### config.mk
export PLATFORM = sky130hd
export DESIGN_NAME = multilevel_feedback_queue_scheduler_unit
export DESIGN_NICKNAME = d
export VERILOG_FILES = /design/src/rtl/mlfq_pkg.sv /design/src/rtl/mlfq_front.sv /design/src/rtl/mlfq_back.sv /design/src/rtl/multilevel_feedback_queue_scheduler_unit.sv
export SDC_FILE = /design/constraint.sdc
export NUM_CORES = 1
export LEC_CHECK = 0
export BUFFER_PORTS_ARGS = -buffer_cell sky130_fd_sc_hd__buf_2
export CELL_PAD_IN_SITES_DETAIL_PLACEMENT = 1
export CELL_PAD_IN_SITES_GLOBAL_PLACEMENT = 1
export CORE_MARGIN = 3
export CORE_UTILIZATION = 38
export CTS_CLUSTER_SIZE = 28
export DETAILED_ROUTE_END_ITERATION = 6
export GPL_ROUTABILITY_DRIVEN = 0
export PLACE_DENSITY_LB_ADDON = 0.1
export REMOVE_ABC_BUFFERS = 1
export SYNTH_ARGS = -nofsm -noshare
export SYNTH_HDL_FRONTEND = slang
export SYNTH_SLANG_ARGS = --single-unit
export TNS_END_PERCENT = 1
### constraint.sdc
create_clock -name clock -period 7.8 [get_ports clock]
set_clock_uncertainty 0.1 [all_clocks]
set_input_delay 0.78 -clock clock [delete_from_list [all_inputs] [get_ports clock]]
set_output_delay 0.78 -clock clock [all_outputs]
set_load 0.02 [all_outputs]
### src/rtl/mlfq_pkg.sv
`default_nettype none
package mlfq_pkg;

   localparam int NUM_LEVELS = 3;
   localparam int LEVEL_W    = 2;
   localparam int SLICE_W    = 8;
   localparam int IN_SLOT_W  = 4;
   localparam int BURST_W    = 10;
   localparam int OUT_TIME_W = 16;
   localparam int CSR_IDX_W  = 2;

   localparam logic [CSR_IDX_W-1:0] CSR_SLICE0 = 2'd0;
   localparam logic [CSR_IDX_W-1:0] CSR_SLICE1 = 2'd1;
   localparam logic [CSR_IDX_W-1:0] CSR_SLICE2 = 2'd2;

   localparam logic [SLICE_W-1:0] SLICE0_RESET = 8'd2;
   localparam logic [SLICE_W-1:0] SLICE1_RESET = 8'd4;
   localparam logic [SLICE_W-1:0] SLICE2_RESET = 8'd8;

   localparam logic OP_ARRIVE = 1'b0;
   localparam logic OP_TICK   = 1'b1;

   localparam logic [LEVEL_W-1:0] LEVEL_TOP    = 2'd0;
   localparam logic [LEVEL_W-1:0] LEVEL_MID    = 2'd1;
   localparam logic [LEVEL_W-1:0] LEVEL_BOTTOM = 2'd2;

   typedef logic [NUM_LEVELS-1:0][SLICE_W-1:0] slices_type;

   typedef struct packed {
      logic                 is_tick;
      logic [IN_SLOT_W-1:0] slot;
      logic [BURST_W-1:0]   burst;
   } item_type;

   typedef struct packed {
      logic                  busy;
      logic [IN_SLOT_W-1:0]  run_slot;
      logic [LEVEL_W-1:0]    run_level;
      logic                  done;
      logic [IN_SLOT_W-1:0]  done_slot;
      logic [OUT_TIME_W-1:0] turnaround;
      logic [OUT_TIME_W-1:0] waiting;
   } result_type;

   typedef enum logic [2:0] {
      ST_IDLE,
      ST_REQUEUE,
      ST_DISPATCH,
      ST_LOAD,
      ST_EXEC
   } state_type;

endpackage
`default_nettype wire

### src/rtl/mlfq_front.sv
`default_nettype none
module mlfq_front
   import mlfq_pkg::*;
(
   input  wire logic                 clock,
   input  wire logic                 reset,
   input  wire logic                 req_valid,
   output logic                      req_ready,
   input  wire logic                 req_opcode,
   input  wire logic [IN_SLOT_W-1:0] req_proc_slot,
   input  wire logic [BURST_W-1:0]   req_burst_len,
   output logic                      item_valid,
   output item_type                  item,
   input  wire logic                 item_pop
);

   // two-entry queue between accept and execution
   item_type   entry_ff [2];
   item_type   entry_in;
   logic       wr_ptr_ff, wr_ptr_in;
   logic       rd_ptr_ff, rd_ptr_in;
   logic [1:0] count_ff, count_in;
   logic       push;
   logic       pop;

   assign req_ready  = (count_ff != 2'd2);
   assign item_valid = (count_ff != 2'd0);
   assign item       = entry_ff[rd_ptr_ff];
   assign push       = req_valid && req_ready;
   assign pop        = item_pop && item_valid;

   always_comb begin
      entry_in.is_tick = (req_opcode == OP_TICK);
      entry_in.slot    = req_proc_slot;
      entry_in.burst   = req_burst_len;
      wr_ptr_in = push ? ~wr_ptr_ff : wr_ptr_ff;
      rd_ptr_in = pop ? ~rd_ptr_ff : rd_ptr_ff;
      count_in  = count_ff + 2'(push) - 2'(pop);
   end

   always_ff @(posedge clock) begin
      if (push) begin
         entry_ff[wr_ptr_ff] <= entry_in;
      end
   end

   always_ff @(posedge clock) begin
      if (reset) begin
         wr_ptr_ff <= 1'b0;
         rd_ptr_ff <= 1'b0;
         count_ff  <= 2'd0;
      end else begin
         wr_ptr_ff <= wr_ptr_in;
         rd_ptr_ff <= rd_ptr_in;
         count_ff  <= count_in;
      end
   end

endmodule
`default_nettype wire

### src/rtl/mlfq_back.sv
`default_nettype none
module mlfq_back
   import mlfq_pkg::*;
#(
   parameter int PROC_SLOTS = 16,
   parameter int TIME_BITS  = 16
)
(
   input  wire logic       clock,
   input  wire logic       reset,
   input  wire slices_type slices,
   input  wire logic       item_valid,
   input  wire item_type   item,
   output logic            item_pop,
   output logic            rsp_valid,
   input  wire logic       rsp_ready,
   output result_type      rsp
);

   localparam int SLOT_W = (PROC_SLOTS > 1) ? $clog2(PROC_SLOTS) : 1;
   localparam int CNT_W  = $clog2(PROC_SLOTS + 1);
   localparam int DEPTH  = NUM_LEVELS * PROC_SLOTS;
   localparam int ADDR_W = $clog2(DEPTH);

   state_type state_ff, state_in;

   logic [CNT_W-1:0]      cnt_ff  [NUM_LEVELS];
   logic [CNT_W-1:0]      cnt_in  [NUM_LEVELS];
   logic [SLOT_W-1:0]     head_ff [NUM_LEVELS];
   logic [SLOT_W-1:0]     head_in [NUM_LEVELS];
   logic [PROC_SLOTS-1:0] active_ff, active_in;
   logic [SLOT_W-1:0]     cur_slot_ff, cur_slot_in;
   logic                  cur_valid_ff, cur_valid_in;
   logic [LEVEL_W-1:0]    cur_level_ff, cur_level_in;
   logic [SLICE_W-1:0]    slice_ff, slice_in;
   logic                  requeue_ff, requeue_in;
   logic                  disp_ff, disp_in;
   logic [TIME_BITS-1:0]  time_ff, time_in;
   logic                  rsp_valid_ff, rsp_valid_in;
   result_type            rsp_ff, rsp_in;

   // level queues share one memory, one region per level
   logic [SLOT_W-1:0]    fifo_mem [DEPTH];
   logic [SLOT_W-1:0]    fifo_rd_ff;
   logic                 fifo_we;
   logic [ADDR_W-1:0]    fifo_waddr;
   logic [SLOT_W-1:0]    fifo_wdata;
   logic [ADDR_W-1:0]    fifo_raddr;

   // per-slot tables
   logic [BURST_W-1:0]   rem_mem   [PROC_SLOTS];
   logic [BURST_W-1:0]   burst_mem [PROC_SLOTS];
   logic [TIME_BITS-1:0] stamp_mem [PROC_SLOTS];
   logic [BURST_W-1:0]   rem_rd_ff;
   logic [BURST_W-1:0]   burst_rd_ff;
   logic [TIME_BITS-1:0] stamp_rd_ff;
   logic                 rem_we;
   logic                 arr_we;
   logic [SLOT_W-1:0]    tbl_waddr;
   logic [BURST_W-1:0]   rem_wdata;
   logic [SLOT_W-1:0]    tbl_raddr;

   logic [8:0]           in_slot_ext;
   logic [SLOT_W-1:0]    in_slot;
   logic                 in_ok;
   logic                 exec_fire;
   logic [SLOT_W-1:0]    load_slot;
   logic [BURST_W-1:0]   rem_next;
   logic [SLICE_W-1:0]   slice_next;
   logic [TIME_BITS-1:0] time_next;
   logic [TIME_BITS-1:0] ta_time;
   logic [31:0]          ta_ext;
   logic [OUT_TIME_W-1:0] ta16;
   logic [LEVEL_W-1:0]   down_level;
   logic [8:0]           cur_slot_ext;

   function automatic logic [ADDR_W-1:0] tail_addr(
      input logic [LEVEL_W-1:0] lvl,
      input logic [SLOT_W-1:0]  head,
      input logic [CNT_W-1:0]   cnt
   );
      logic [CNT_W:0]    sum;
      logic [ADDR_W+8:0] base;
      sum = (CNT_W+1)'(head) + (CNT_W+1)'(cnt);
      if (sum >= (CNT_W+1)'(PROC_SLOTS)) begin
         sum = sum - (CNT_W+1)'(PROC_SLOTS);
      end
      base = (ADDR_W+9)'(lvl) * (ADDR_W+9)'(PROC_SLOTS) + (ADDR_W+9)'(sum);
      return base[ADDR_W-1:0];
   endfunction

   assign in_slot_ext  = {5'd0, item.slot};
   assign in_slot      = in_slot_ext[SLOT_W-1:0];
   assign in_ok        = (in_slot_ext < 9'(PROC_SLOTS)) && (item.burst != '0)
                         && !active_ff[in_slot];
   assign exec_fire    = !rsp_valid_ff || rsp_ready;
   assign load_slot    = disp_ff ? fifo_rd_ff : cur_slot_ff;
   assign rem_next     = (rem_rd_ff != '0) ? rem_rd_ff - 1'b1 : rem_rd_ff;
   assign slice_next   = (slice_ff != '0) ? slice_ff - 1'b1 : slice_ff;
   assign time_next    = time_ff + 1'b1;
   // turnaround wraps at the time counter width
   assign ta_time      = time_next - stamp_rd_ff;
   assign ta_ext       = 32'(ta_time);
   assign ta16         = ta_ext[OUT_TIME_W-1:0];
   assign down_level   = (cur_level_ff == LEVEL_TOP) ? LEVEL_MID : LEVEL_BOTTOM;
   assign cur_slot_ext = 9'(cur_slot_ff);

   always_comb begin
      state_in = state_ff;
      unique case (state_ff)
         ST_IDLE: begin
            if (item_valid && item.is_tick) begin
               state_in = ST_REQUEUE;
            end
         end
         ST_REQUEUE:  state_in = ST_DISPATCH;
         ST_DISPATCH: state_in = ST_LOAD;
         ST_LOAD:     state_in = ST_EXEC;
         ST_EXEC: begin
            if (exec_fire) begin
               state_in = ST_IDLE;
            end
         end
         default: state_in = ST_IDLE;
      endcase
   end

   always_comb begin
      logic found;
      found        = 1'b0;
      item_pop     = 1'b0;
      cnt_in       = cnt_ff;
      head_in      = head_ff;
      active_in    = active_ff;
      cur_slot_in  = cur_slot_ff;
      cur_valid_in = cur_valid_ff;
      cur_level_in = cur_level_ff;
      slice_in     = slice_ff;
      requeue_in   = requeue_ff;
      disp_in      = disp_ff;
      time_in      = time_ff;
      rsp_valid_in = rsp_valid_ff && !rsp_ready;
      rsp_in       = rsp_ff;
      fifo_we      = 1'b0;
      fifo_waddr   = '0;
      fifo_wdata   = cur_slot_ff;
      fifo_raddr   = '0;
      rem_we       = 1'b0;
      arr_we       = 1'b0;
      tbl_waddr    = cur_slot_ff;
      rem_wdata    = rem_next;
      tbl_raddr    = cur_slot_ff;
      unique case (state_ff)
         ST_IDLE: begin
            item_pop = item_valid;
            if (item_valid && !item.is_tick && in_ok) begin
               active_in[in_slot] = 1'b1;
               arr_we     = 1'b1;
               tbl_waddr  = in_slot;
               fifo_we    = 1'b1;
               fifo_wdata = in_slot;
               fifo_waddr = tail_addr(LEVEL_TOP, head_ff[0], cnt_ff[0]);
               cnt_in[0]  = cnt_ff[0] + 1'b1;
            end
         end
         ST_REQUEUE: begin
            if (requeue_ff) begin
               fifo_we    = 1'b1;
               fifo_waddr = tail_addr(down_level, head_ff[down_level],
                                      cnt_ff[down_level]);
               cnt_in[down_level] = cnt_ff[down_level] + 1'b1;
               requeue_in   = 1'b0;
               cur_valid_in = 1'b0;
            end
         end
         ST_DISPATCH: begin
            disp_in = 1'b0;
            if (!cur_valid_ff) begin
               for (int l = 0; l < NUM_LEVELS; l++) begin
                  if (!found && cnt_ff[l] != '0) begin
                     found        = 1'b1;
                     fifo_raddr   = tail_addr(LEVEL_W'(l), head_ff[l], '0);
                     head_in[l]   = (head_ff[l] == SLOT_W'(PROC_SLOTS - 1)) ?
                                    '0 : head_ff[l] + 1'b1;
                     cnt_in[l]    = cnt_ff[l] - 1'b1;
                     cur_level_in = LEVEL_W'(l);
                     cur_valid_in = 1'b1;
                     disp_in      = 1'b1;
                     slice_in     = (slices[l] != '0) ? slices[l] : 8'd1;
                  end
               end
            end
         end
         ST_LOAD: begin
            cur_slot_in = load_slot;
            tbl_raddr   = load_slot;
         end
         ST_EXEC: begin
            if (exec_fire) begin
               time_in      = time_next;
               rsp_valid_in = 1'b1;
               rsp_in       = '0;
               if (cur_valid_ff) begin
                  rsp_in.busy      = 1'b1;
                  rsp_in.run_slot  = cur_slot_ext[IN_SLOT_W-1:0];
                  rsp_in.run_level = cur_level_ff;
                  rem_we           = 1'b1;
                  slice_in         = slice_next;
                  if (rem_next == '0) begin
                     rsp_in.done       = 1'b1;
                     rsp_in.done_slot  = cur_slot_ext[IN_SLOT_W-1:0];
                     rsp_in.turnaround = ta16;
                     rsp_in.waiting    = ta16 - OUT_TIME_W'(burst_rd_ff);
                     active_in[cur_slot_ff] = 1'b0;
                     cur_valid_in      = 1'b0;
                  end else if (slice_next == '0) begin
                     requeue_in = 1'b1;
                  end
               end
            end
         end
         default: ;
      endcase
   end

   always_ff @(posedge clock) begin
      if (fifo_we) begin
         fifo_mem[fifo_waddr] <= fifo_wdata;
      end
      fifo_rd_ff <= fifo_mem[fifo_raddr];
   end

   always_ff @(posedge clock) begin
      if (rem_we) begin
         rem_mem[tbl_waddr] <= rem_wdata;
      end else if (arr_we) begin
         rem_mem[tbl_waddr] <= item.burst;
      end
      rem_rd_ff <= rem_mem[tbl_raddr];
   end

   always_ff @(posedge clock) begin
      if (arr_we) begin
         burst_mem[tbl_waddr] <= item.burst;
         stamp_mem[tbl_waddr] <= time_ff;
      end
      burst_rd_ff <= burst_mem[tbl_raddr];
      stamp_rd_ff <= stamp_mem[tbl_raddr];
   end

   always_ff @(posedge clock) begin
      rsp_ff <= rsp_in;
      if (reset) begin
         state_ff     <= ST_IDLE;
         cnt_ff       <= '{default: '0};
         head_ff      <= '{default: '0};
         active_ff    <= '0;
         cur_slot_ff  <= '0;
         cur_valid_ff <= 1'b0;
         cur_level_ff <= '0;
         slice_ff     <= '0;
         requeue_ff   <= 1'b0;
         disp_ff      <= 1'b0;
         time_ff      <= '0;
         rsp_valid_ff <= 1'b0;
      end else begin
         state_ff     <= state_in;
         cnt_ff       <= cnt_in;
         head_ff      <= head_in;
         active_ff    <= active_in;
         cur_slot_ff  <= cur_slot_in;
         cur_valid_ff <= cur_valid_in;
         cur_level_ff <= cur_level_in;
         slice_ff     <= slice_in;
         requeue_ff   <= requeue_in;
         disp_ff      <= disp_in;
         time_ff      <= time_in;
         rsp_valid_ff <= rsp_valid_in;
      end
   end

   assign rsp_valid = rsp_valid_ff;
   assign rsp       = rsp_ff;

endmodule
`default_nettype wire

### src/rtl/multilevel_feedback_queue_scheduler_unit.sv
// arrive transaction: handled in the idle state of the execution unit after the input queue
// tick transaction: requeue write, dispatch, fifo read, table read, execute
// the sequencer runs one item at a time
// a 2-entry input queue and an output register decouple both channels
// reset: synchronous, active high; queues empty, slots inactive, slices 2/4/8
`default_nettype none
module multilevel_feedback_queue_scheduler_unit
   import mlfq_pkg::*;
#(
   parameter int PROC_SLOTS = 16,
   parameter int TIME_BITS  = 16
)
(
   input  wire logic                  clock,
   input  wire logic                  reset,
   input  wire logic                  req_valid,
   output logic                       req_ready,
   input  wire logic                  req_opcode,
   input  wire logic [IN_SLOT_W-1:0]  req_proc_slot,
   input  wire logic [BURST_W-1:0]    req_burst_len,
   output logic                       rsp_valid,
   input  wire logic                  rsp_ready,
   output logic                       rsp_busy_res,
   output logic [IN_SLOT_W-1:0]       rsp_run_slot,
   output logic [LEVEL_W-1:0]         rsp_run_level,
   output logic                       rsp_done_res,
   output logic [IN_SLOT_W-1:0]       rsp_done_slot,
   output logic [OUT_TIME_W-1:0]      rsp_turnaround,
   output logic [OUT_TIME_W-1:0]      rsp_waiting,
   input  wire logic                  csr_valid,
   output logic                       csr_ready,
   input  wire logic [CSR_IDX_W-1:0]  csr_index,
   input  wire logic [SLICE_W-1:0]    csr_data
);

   slices_type slices_ff, slices_in;
   logic       item_valid;
   item_type   item;
   logic       item_pop;
   result_type rsp;

   assign csr_ready = 1'b1;

   always_comb begin
      slices_in = slices_ff;
      if (csr_valid) begin
         unique case (csr_index)
            CSR_SLICE0: slices_in[0] = csr_data;
            CSR_SLICE1: slices_in[1] = csr_data;
            CSR_SLICE2: slices_in[2] = csr_data;
            default: ;
         endcase
      end
   end

   always_ff @(posedge clock) begin
      if (reset) begin
         slices_ff <= {SLICE2_RESET, SLICE1_RESET, SLICE0_RESET};
      end else begin
         slices_ff <= slices_in;
      end
   end

   mlfq_front u_front (
      .clock         (clock),
      .reset         (reset),
      .req_valid     (req_valid),
      .req_ready     (req_ready),
      .req_opcode    (req_opcode),
      .req_proc_slot (req_proc_slot),
      .req_burst_len (req_burst_len),
      .item_valid    (item_valid),
      .item          (item),
      .item_pop      (item_pop)
   );

   mlfq_back #(
      .PROC_SLOTS (PROC_SLOTS),
      .TIME_BITS  (TIME_BITS)
   ) u_back (
      .clock      (clock),
      .reset      (reset),
      .slices     (slices_ff),
      .item_valid (item_valid),
      .item       (item),
      .item_pop   (item_pop),
      .rsp_valid  (rsp_valid),
      .rsp_ready  (rsp_ready),
      .rsp        (rsp)
   );

   assign rsp_busy_res   = rsp.busy;
   assign rsp_run_slot   = rsp.run_slot;
   assign rsp_run_level  = rsp.run_level;
   assign rsp_done_res   = rsp.done;
   assign rsp_done_slot  = rsp.done_slot;
   assign rsp_turnaround = rsp.turnaround;
   assign rsp_waiting    = rsp.waiting;

endmodule
`default_nettype wire

* Word level (Yosys, flattened, before mapping) *
Memory sizes are Yosys's and may differ from the RTL's. A register that Yosys moved wholly into a read port is not among the register bits.
Cells that the tools add are included.

operators by class
  $lt $le $gt $ge = 12
  eq/ne operators = 23
  muxes and demuxes = 120
  add/sub/neg operators = 25
  reductions and logical operators = 59
  bitwise operators = 8

operators by type and width
  operator                                                number
  2-to-1 mux 6 bit                                        20
  2-to-1 mux 8 bit                                        10
  2-to-1 mux 16 bit                                       4
  2-to-1 mux 44 bit                                       1
  2-to-1 mux 1 bit                                        42
  2-to-1 mux 37 bit                                       1
  2-to-1 mux 4 bit                                        9
  2-to-1 mux 5 bit                                        7
  one-hot mux 16 bit (2 select lines)                     1
  nonzero test 8 bit                                      4
  2-to-1 mux 15 bit                                       2
  2-to-1 mux 10 bit                                       2
  inequality test 2 x 1 -> 1 bit (second input constant)  10
  one-hot mux 10 bit (2 select lines)                     1
  AND reduction 5 bit                                     4
  nonzero test 10 bit                                     2
  subtractor 4 x 5 -> 6 bit (second input constant)       3
  adder 16 x 1 -> 16 bit (second input constant)          1
  AND 16 bit                                              1
  inverter 16 bit                                         1
  bitwise OR 16 bit                                       1
  one-hot mux 8 bit (2 select lines)                      1
  subtractor 16 x 10 -> 16 bit                            1
  subtractor 16 bit                                       1
  55 further kinds                                        117

word-level totals
  flip-flop bits (word level) = 152
  bits in writable memories = 798
  output and inout port bits = 47
  memories kept = 5

memories
  memory            words  bits a word  rd ports  clocked after memory_dff  write ports  RTL line          source
  u_back.stamp_mem  16     16           1         1                         1            mlfq_back.sv:53   logic [TIME_BITS-1:0] stamp_mem [PROC_SLOTS];
  u_back.fifo_mem   48     4            1         1                         1            mlfq_back.sv:43   logic [SLOT_W-1:0] fifo_mem [DEPTH];
  u_back.burst_mem  16     10           1         1                         1            mlfq_back.sv:52   logic [BURST_W-1:0] burst_mem [PROC_SLOTS];
  u_back.rem_mem    16     10           1         1                         1            mlfq_back.sv:51   logic [BURST_W-1:0] rem_mem [PROC_SLOTS];
  u_front.entry_ff  2      15           1         1                         1            mlfq_front.sv:18  item_type entry_ff [2];

* Logic depth before layout (Yosys ltp) *
  word-level depth = 18
  depth in mapped cells = 18

* Modules after synthesis *
From an unflattened synthesis, not the netlist that was laid out.

unflattened totals
  cell total of the unflattened synthesis = 2702
  area total of the unflattened synthesis = 41608.7 µm²

by module, submodules not included
  module                                    area an instance (µm²)  times used  cells an instance
  mlfq_back                                 39230.1                 1           2535
  mlfq_front                                1367.6                  1           71
  multilevel_feedback_queue_scheduler_unit  1011.0                  1           96

* Worst setup path after synthesis *
OpenSTA, ideal clock, no wires.

  kind = flip-flop to flip-flop
  start point = register u_back.cur_level_ff[1]
  end point = memory u_back.fifo_mem[0][0] (netlist name) (enable)
  stages on the path, launching flop included = 18
  required time = 7.370 ns
  slack = 3.316 ns
  path buffers = 3
  data arrival time = 4.054 ns
  path through = dfxtp_1 > or2_2 > clkbuf_1 > inv_1 > buf_1 > mux2_2 > ha_1 > fa_1 > a21o_1 > a21oi_1 > nor2_1 > ha_1 > xnor2_1 > xnor2_1 > a32o_1 > or3b_1 > clkbuf_1 > nor2_1

between the ends
  longest elaborated chain between the ends = 14
  elaborated cells between the ends (all ways) = 18
  those cells by class = add/sub: 3; order compare: 1; mux: 12; bitwise: 1; reduce/logical: 1

RTL lines
  item                                                                                              RTL line                            source
  start, declared                                                                                   mlfq_back.sv:34                     logic [LEVEL_W-1:0] cur_level_ff, cur_level_in;
  start signal, assigned                                                                            mlfq_back.sv:273                    cur_level_ff <= cur_level_in;
  logical NOT 2 bit *                                                                               mlfq_back.sv:105                    assign down_level = (cur_level_ff == LEVEL_TOP) ? LEVEL_MID : LEVEL_BOTTOM;
  2-to-1 mux 2 bit *                                                                                mlfq_back.sv:105
  inverter 2 -> 3 bit (not written as such)                                                         mlfq_back.sv:169, mlfq_back.sv:170
  binary-select mux 4 bit (select 2 bit) or binary-select mux 5 bit (select 2 bit) (tied branches)  mlfq_back.sv:169, mlfq_back.sv:170
  2-to-1 mux 4 bit (not written as such) or 2-to-1 mux 5 bit (tied branches) (2 in a row)           mlfq_back.sv:169, mlfq_back.sv:170
  adder 4 x 5 -> 6 bit                                                                              mlfq_back.sv:84                     sum = (CNT_W+1)'(head) + (CNT_W+1)'(cnt);
  subtractor 6 x 5 -> 6 bit or greater-or-equal comparator 6 x 5 -> 1 bit (tied branches)           mlfq_back.sv:86, mlfq_back.sv:85
  2-to-1 mux 6 bit                                                                                  mlfq_back.sv:85                     if (sum >= (CNT_W+1)'(PROC_SLOTS)) begin
  2-to-1 mux 6 bit                                                                                  mlfq_back.sv:167                    if (requeue_ff) begin
  2-to-1 mux 6 bit                                                                                  mlfq_back.sv:153                    unique case (state_ff)
  adder 6 bit *                                                                                     mlfq_back.sv:88                     base = (ADDR_W+9)'(lvl) * (ADDR_W+9)'(PROC_SLOTS) + (ADDR_W+9)'(sum);
  2-to-1 mux 6 bit *                                                                                mlfq_back.sv:167
  one-hot mux 6 bit (2 select lines) *                                                              mlfq_back.sv:153
  end, declared                                                                                     mlfq_back.sv:43

Every way passes the cells marked *; elsewhere a longest branch is shown, timed or not. The select of a mux whose other input is x is not followed.

* Worst setup path after layout *
  start point = register u_back.time_ff[0]
  end point = register u_back.rsp_ff (netlist bit u_back.rsp[15]) (data pin)

between the ends
  longest elaborated chain between the ends = 3

RTL lines
  item                           RTL line          source
  start, declared                mlfq_back.sv:38   logic [TIME_BITS-1:0] time_ff, time_in;
  start signal, assigned         mlfq_back.sv:277  time_ff <= time_in;
  adder 16 x 1 -> 16 bit         mlfq_back.sv:100  assign time_next = time_ff + 1'b1;
  named net u_back.time_next[7]  mlfq_back.sv:70   logic [TIME_BITS-1:0] time_next;
  subtractor 16 bit              mlfq_back.sv:102  assign ta_time = time_next - stamp_rd_ff;
  named net u_back.ta16[9]       mlfq_back.sv:73   logic [OUT_TIME_W-1:0] ta16;
  subtractor 16 x 10 -> 16 bit   mlfq_back.sv:213  rsp_in.waiting = ta16 - OUT_TIME_W'(burst_rd_ff);
  end signal, assigned           mlfq_back.sv:252  rsp_ff <= rsp_in;
  end, declared                  mlfq_back.sv:40   result_type rsp_ff, rsp_in;

The timed path passes the listed nets, and every way through them passes these cells.
A chain may end at the register's enable or synchronous reset.

==> impl_metrics.ini <==
[place]
dp.cells = 4148
place_hpwl_mm = 70.7
portBuffers = 75

[routing]
vias = 23900
routedWlPerCell_um = 25.3
antenna_left = 0
drc = 0
drt_wl_total_mm = 110
drt_iter0_drc = 1718
first_pass_iters = 5
vias_per_cell = 5.47

[finish]
drive_above_1_share = 0.182
areaGrowthSynthToFinish_pct = 14.0
multiInputGateArea_mm2 = 0.0127
final_cells = 4360
n_fill_cell = 10500
regArea_mm2 = 0.0283
fin_nets = 2939

[worst_setup_path]
worst-endpoint-required_ps = 8140
cp-start-kind = flop
end_kind = flop
crit_fanout = 20
worst_path_max_delay_cell = dfxtp_1
cp_cell_sequence = nand3_1 -> nor3_1 -> xor2_1 -> ha_1 -> inv_1 -> a311oi_1 -> o21ai_0 -> a21oi_1 -> nor2_1 -> ha_1 -> nand3_1 -> a211oi_1 -> nor4_1 -> nand3b_1 -> nor3_1 -> mux2_2
cp_slowest_stage_delay_ps = 770
crit_arrival_ps = 5590
critical_path_class = flop to flop

[synthesis]
synth_xor_area_frac = 0.0155
synthFlopType = edfxtp_1
synth_edf_count = 842
ys_async_sr_fraction = 0
synth_fa_ha_area_frac = 0.0171
synth_top_family_by_area = multiplexers
synth_simple_gate_area_frac = 0.0801
synthTopCellsByCount = 842 x edfxtp_1, 231 x nor2_1, 199 x nand2_1, 149 x dfxtp_1, 149 x mux2i_1
syn_inst = 2752
synth_compound_area_frac = 0.0625
ys_warn_count = 0
synth_mux_area_frac = 0.126
yosysTopAreaCell = edfxtp_1
synthTopCellsByArea = edfxtp_1 61%, mux4_2 7.8%, dfxtp_1 7.1%
synth_top_cell_area_share = 0.606
yosys.cell_types.count = 90
ys_ff_latch = 991
synth_area_mm2 = 0.0417
yosysMostFrequentCell = edfxtp_1
synth.avg_cell_area_um2 = 15.2
ys_seq_area_frac = 0.677

[sta]
setup_viol = 0
hold_violations = 0
maxSlewHeadroom = 0.163
rsz0062_at_grt = no
hold-worst-slack_ps = 175
setup_tns_ps = 0
clock.fmax_mhz = 190
slew_violations = 0
worst_pin_slew_ps = 1250
fin_crit_ps = 5250
fin_crit_sh = 0.673

[global_route]
antenna_found_initial = 8
grt_start_max_net_pins = 100
grt-ovfl-total = 0
grt_pass1_vias = 25600
grt_first_pass_wirelength_mm = 165
track_usage = 0.194

[clock_network]
cts_made_buffers = 108
post_cts_resize_count = 0
cts_tree = yes
cts-root-buf = clkbuf_16
worst_skew_pair.late_latency_ps = 700
cts_setup_buffers = 0
clk_pin_slew_ps = 60
htree_levels = 3
clock_path_buffers = 3
clkSinkCount = 991
cts_hold_buf = 0

[floorplanning]
die_w_um = 337
row_count = 120
die_area_mm2 = 0.114
io_pins = 77
coreArea_mm2 = 0.108
fp.dieH_um = 337
initial_core_util = 0.387

[power_and_ir_drop]
cellLeakagePower_nw = 17.1
max-vdd-ir-drop_v = 0.000164
power_density_mw_per_mm2 = 293
power_w = 0.0139

[worst_hold_path]
hp-class = input pin to flop

[run_status]
status = finished, final reports clean

[flow_run]
drv_cap = 0
==> cells in the final DEF (no fill, tap or decap), drive strengths merged, types with 11 or more instances in the layout <==
master,synthesis,routed
a31oi,43,43
nand4,13,13
xor2,39,39
a21oi,68,68
and2,56,56
inv,75,78
nor2,232,232
clkbuf,63,139
mux2i,149,149
nand2,200,200
nor4,18,18
o21ai,77,77
nor3,33,33
edfxtp,842,842
nor2b,17,17
mux2,45,45
a211oi,63,63
ha,49,49
o211ai,28,28
or3,20,20
nand2b,12,12
xnor2,35,35
mux4,144,144
dfxtp,149,149
nand3,36,36
nand3b,11,11
bufinv,0,15
clkinv,1,41
o22ai,14,14
and3,17,17
buf,66,122
==> layout make-up <==
cell class              instances  share of cell area
flip-flops and latches        991               0.594
multi-input cells            1556               0.268
clock buffers                 139              0.0616
well taps                    1403              0.0369
clock inverters                67              0.0172
repair buffers                122              0.0159
inverters                      76             0.00600
diodes                          6            0.000316
==> registers in the layout, indices dropped and copies added (netlist names), 4 cells and up, named ones only <==
signal and cells:
u_back.head_ff 12, u_back.burst_rd_ff 10, u_back.time_ff 16, u_back.rsp 44, u_back.rem_rd_ff 10, slices_ff 24, u_back.fifo_mem 192, u_back.cur_slot_ff 4
u_back.burst_mem 160, u_back.active_ff 16, u_back.cnt_ff 15, u_back.stamp_mem 256, u_back.rem_mem 160, u_back.slice_ff 8, u_front.entry_ff 30, u_back.stamp_rd_ff 16
u_back.fifo_rd_ff 4
==> metal layers <==
layer	global-route usage	vias to the layer above	share of wire
met5	0	-	0.00010
met4	0.0568	2	0.027
met3	0.0296	149	0.042
met2	0.340	469	0.51
met1	0.251	12400	0.42
li1	-	10900	-
==> worst paths after layout <==
check | start | to | slack [ps] | cells past startpoint
min | req_burst_len[7] | u_front.entry_ff[0][7]$_DFFE_PP_ | 180 | 1
min reg2reg | u_back.active_ff[1]$_SDFFE_PP0P_ | u_back.active_ff[1]$_SDFFE_PP0P_ | 390 | 2
max reg2reg | u_back.time_ff[0]$_SDFFE_PP0P_ | u_back.rsp[15]$_SDFFCE_PN0P_ | 2550 | 16
max | u_back.time_ff[0]$_SDFFE_PP0P_ | u_back.rsp[15]$_SDFFCE_PN0P_ | 2550 | 16
==> logic make-up after synthesis <==
family / after synthesis
and+or+nand+nor: 701
buffers and inverters: 205
muxes: 338
DFF: 991
AOI/OAI and AO/OA: 388
adders and majority gates: 54
xor gates and xnor gates: 74
other: 1
==> power breakdown <==
part	internal, W	switching, W
clock network	0.00317	0.00214
logic	0.000678	0.00149
registers	0.00629	0.000164
total	0.0101	0.00380
==> per-stage QoR <==
step                utilization  setup slack [ps]  instance area (µm²)
floorplan                     -             -7630                41100
global placement          0.406              2640                43800
detailed placement        0.406              2530                43800
CTS                       0.441              2510                47600
global route              0.441              1960                47600
finish                    0.441              2550                47600
==> worst max-delay path: cells and delay by family, from the launching register on <==
| family | cells | cell delay [ps] |
|---|---|---|
| buffers and inverters | 1 | 50 |
| AND/OR/NAND/NOR | 7 | 1960 |
| flip-flops | 1 | 770 |
| multiplexers | 1 | 350 |
| adder cells (fa/ha/maj) | 2 | 690 |
| XOR/XNOR | 1 | 130 |
| AO/OA/AOI/OAI | 4 | 910 |
Power figures use the tool's default switching activity.
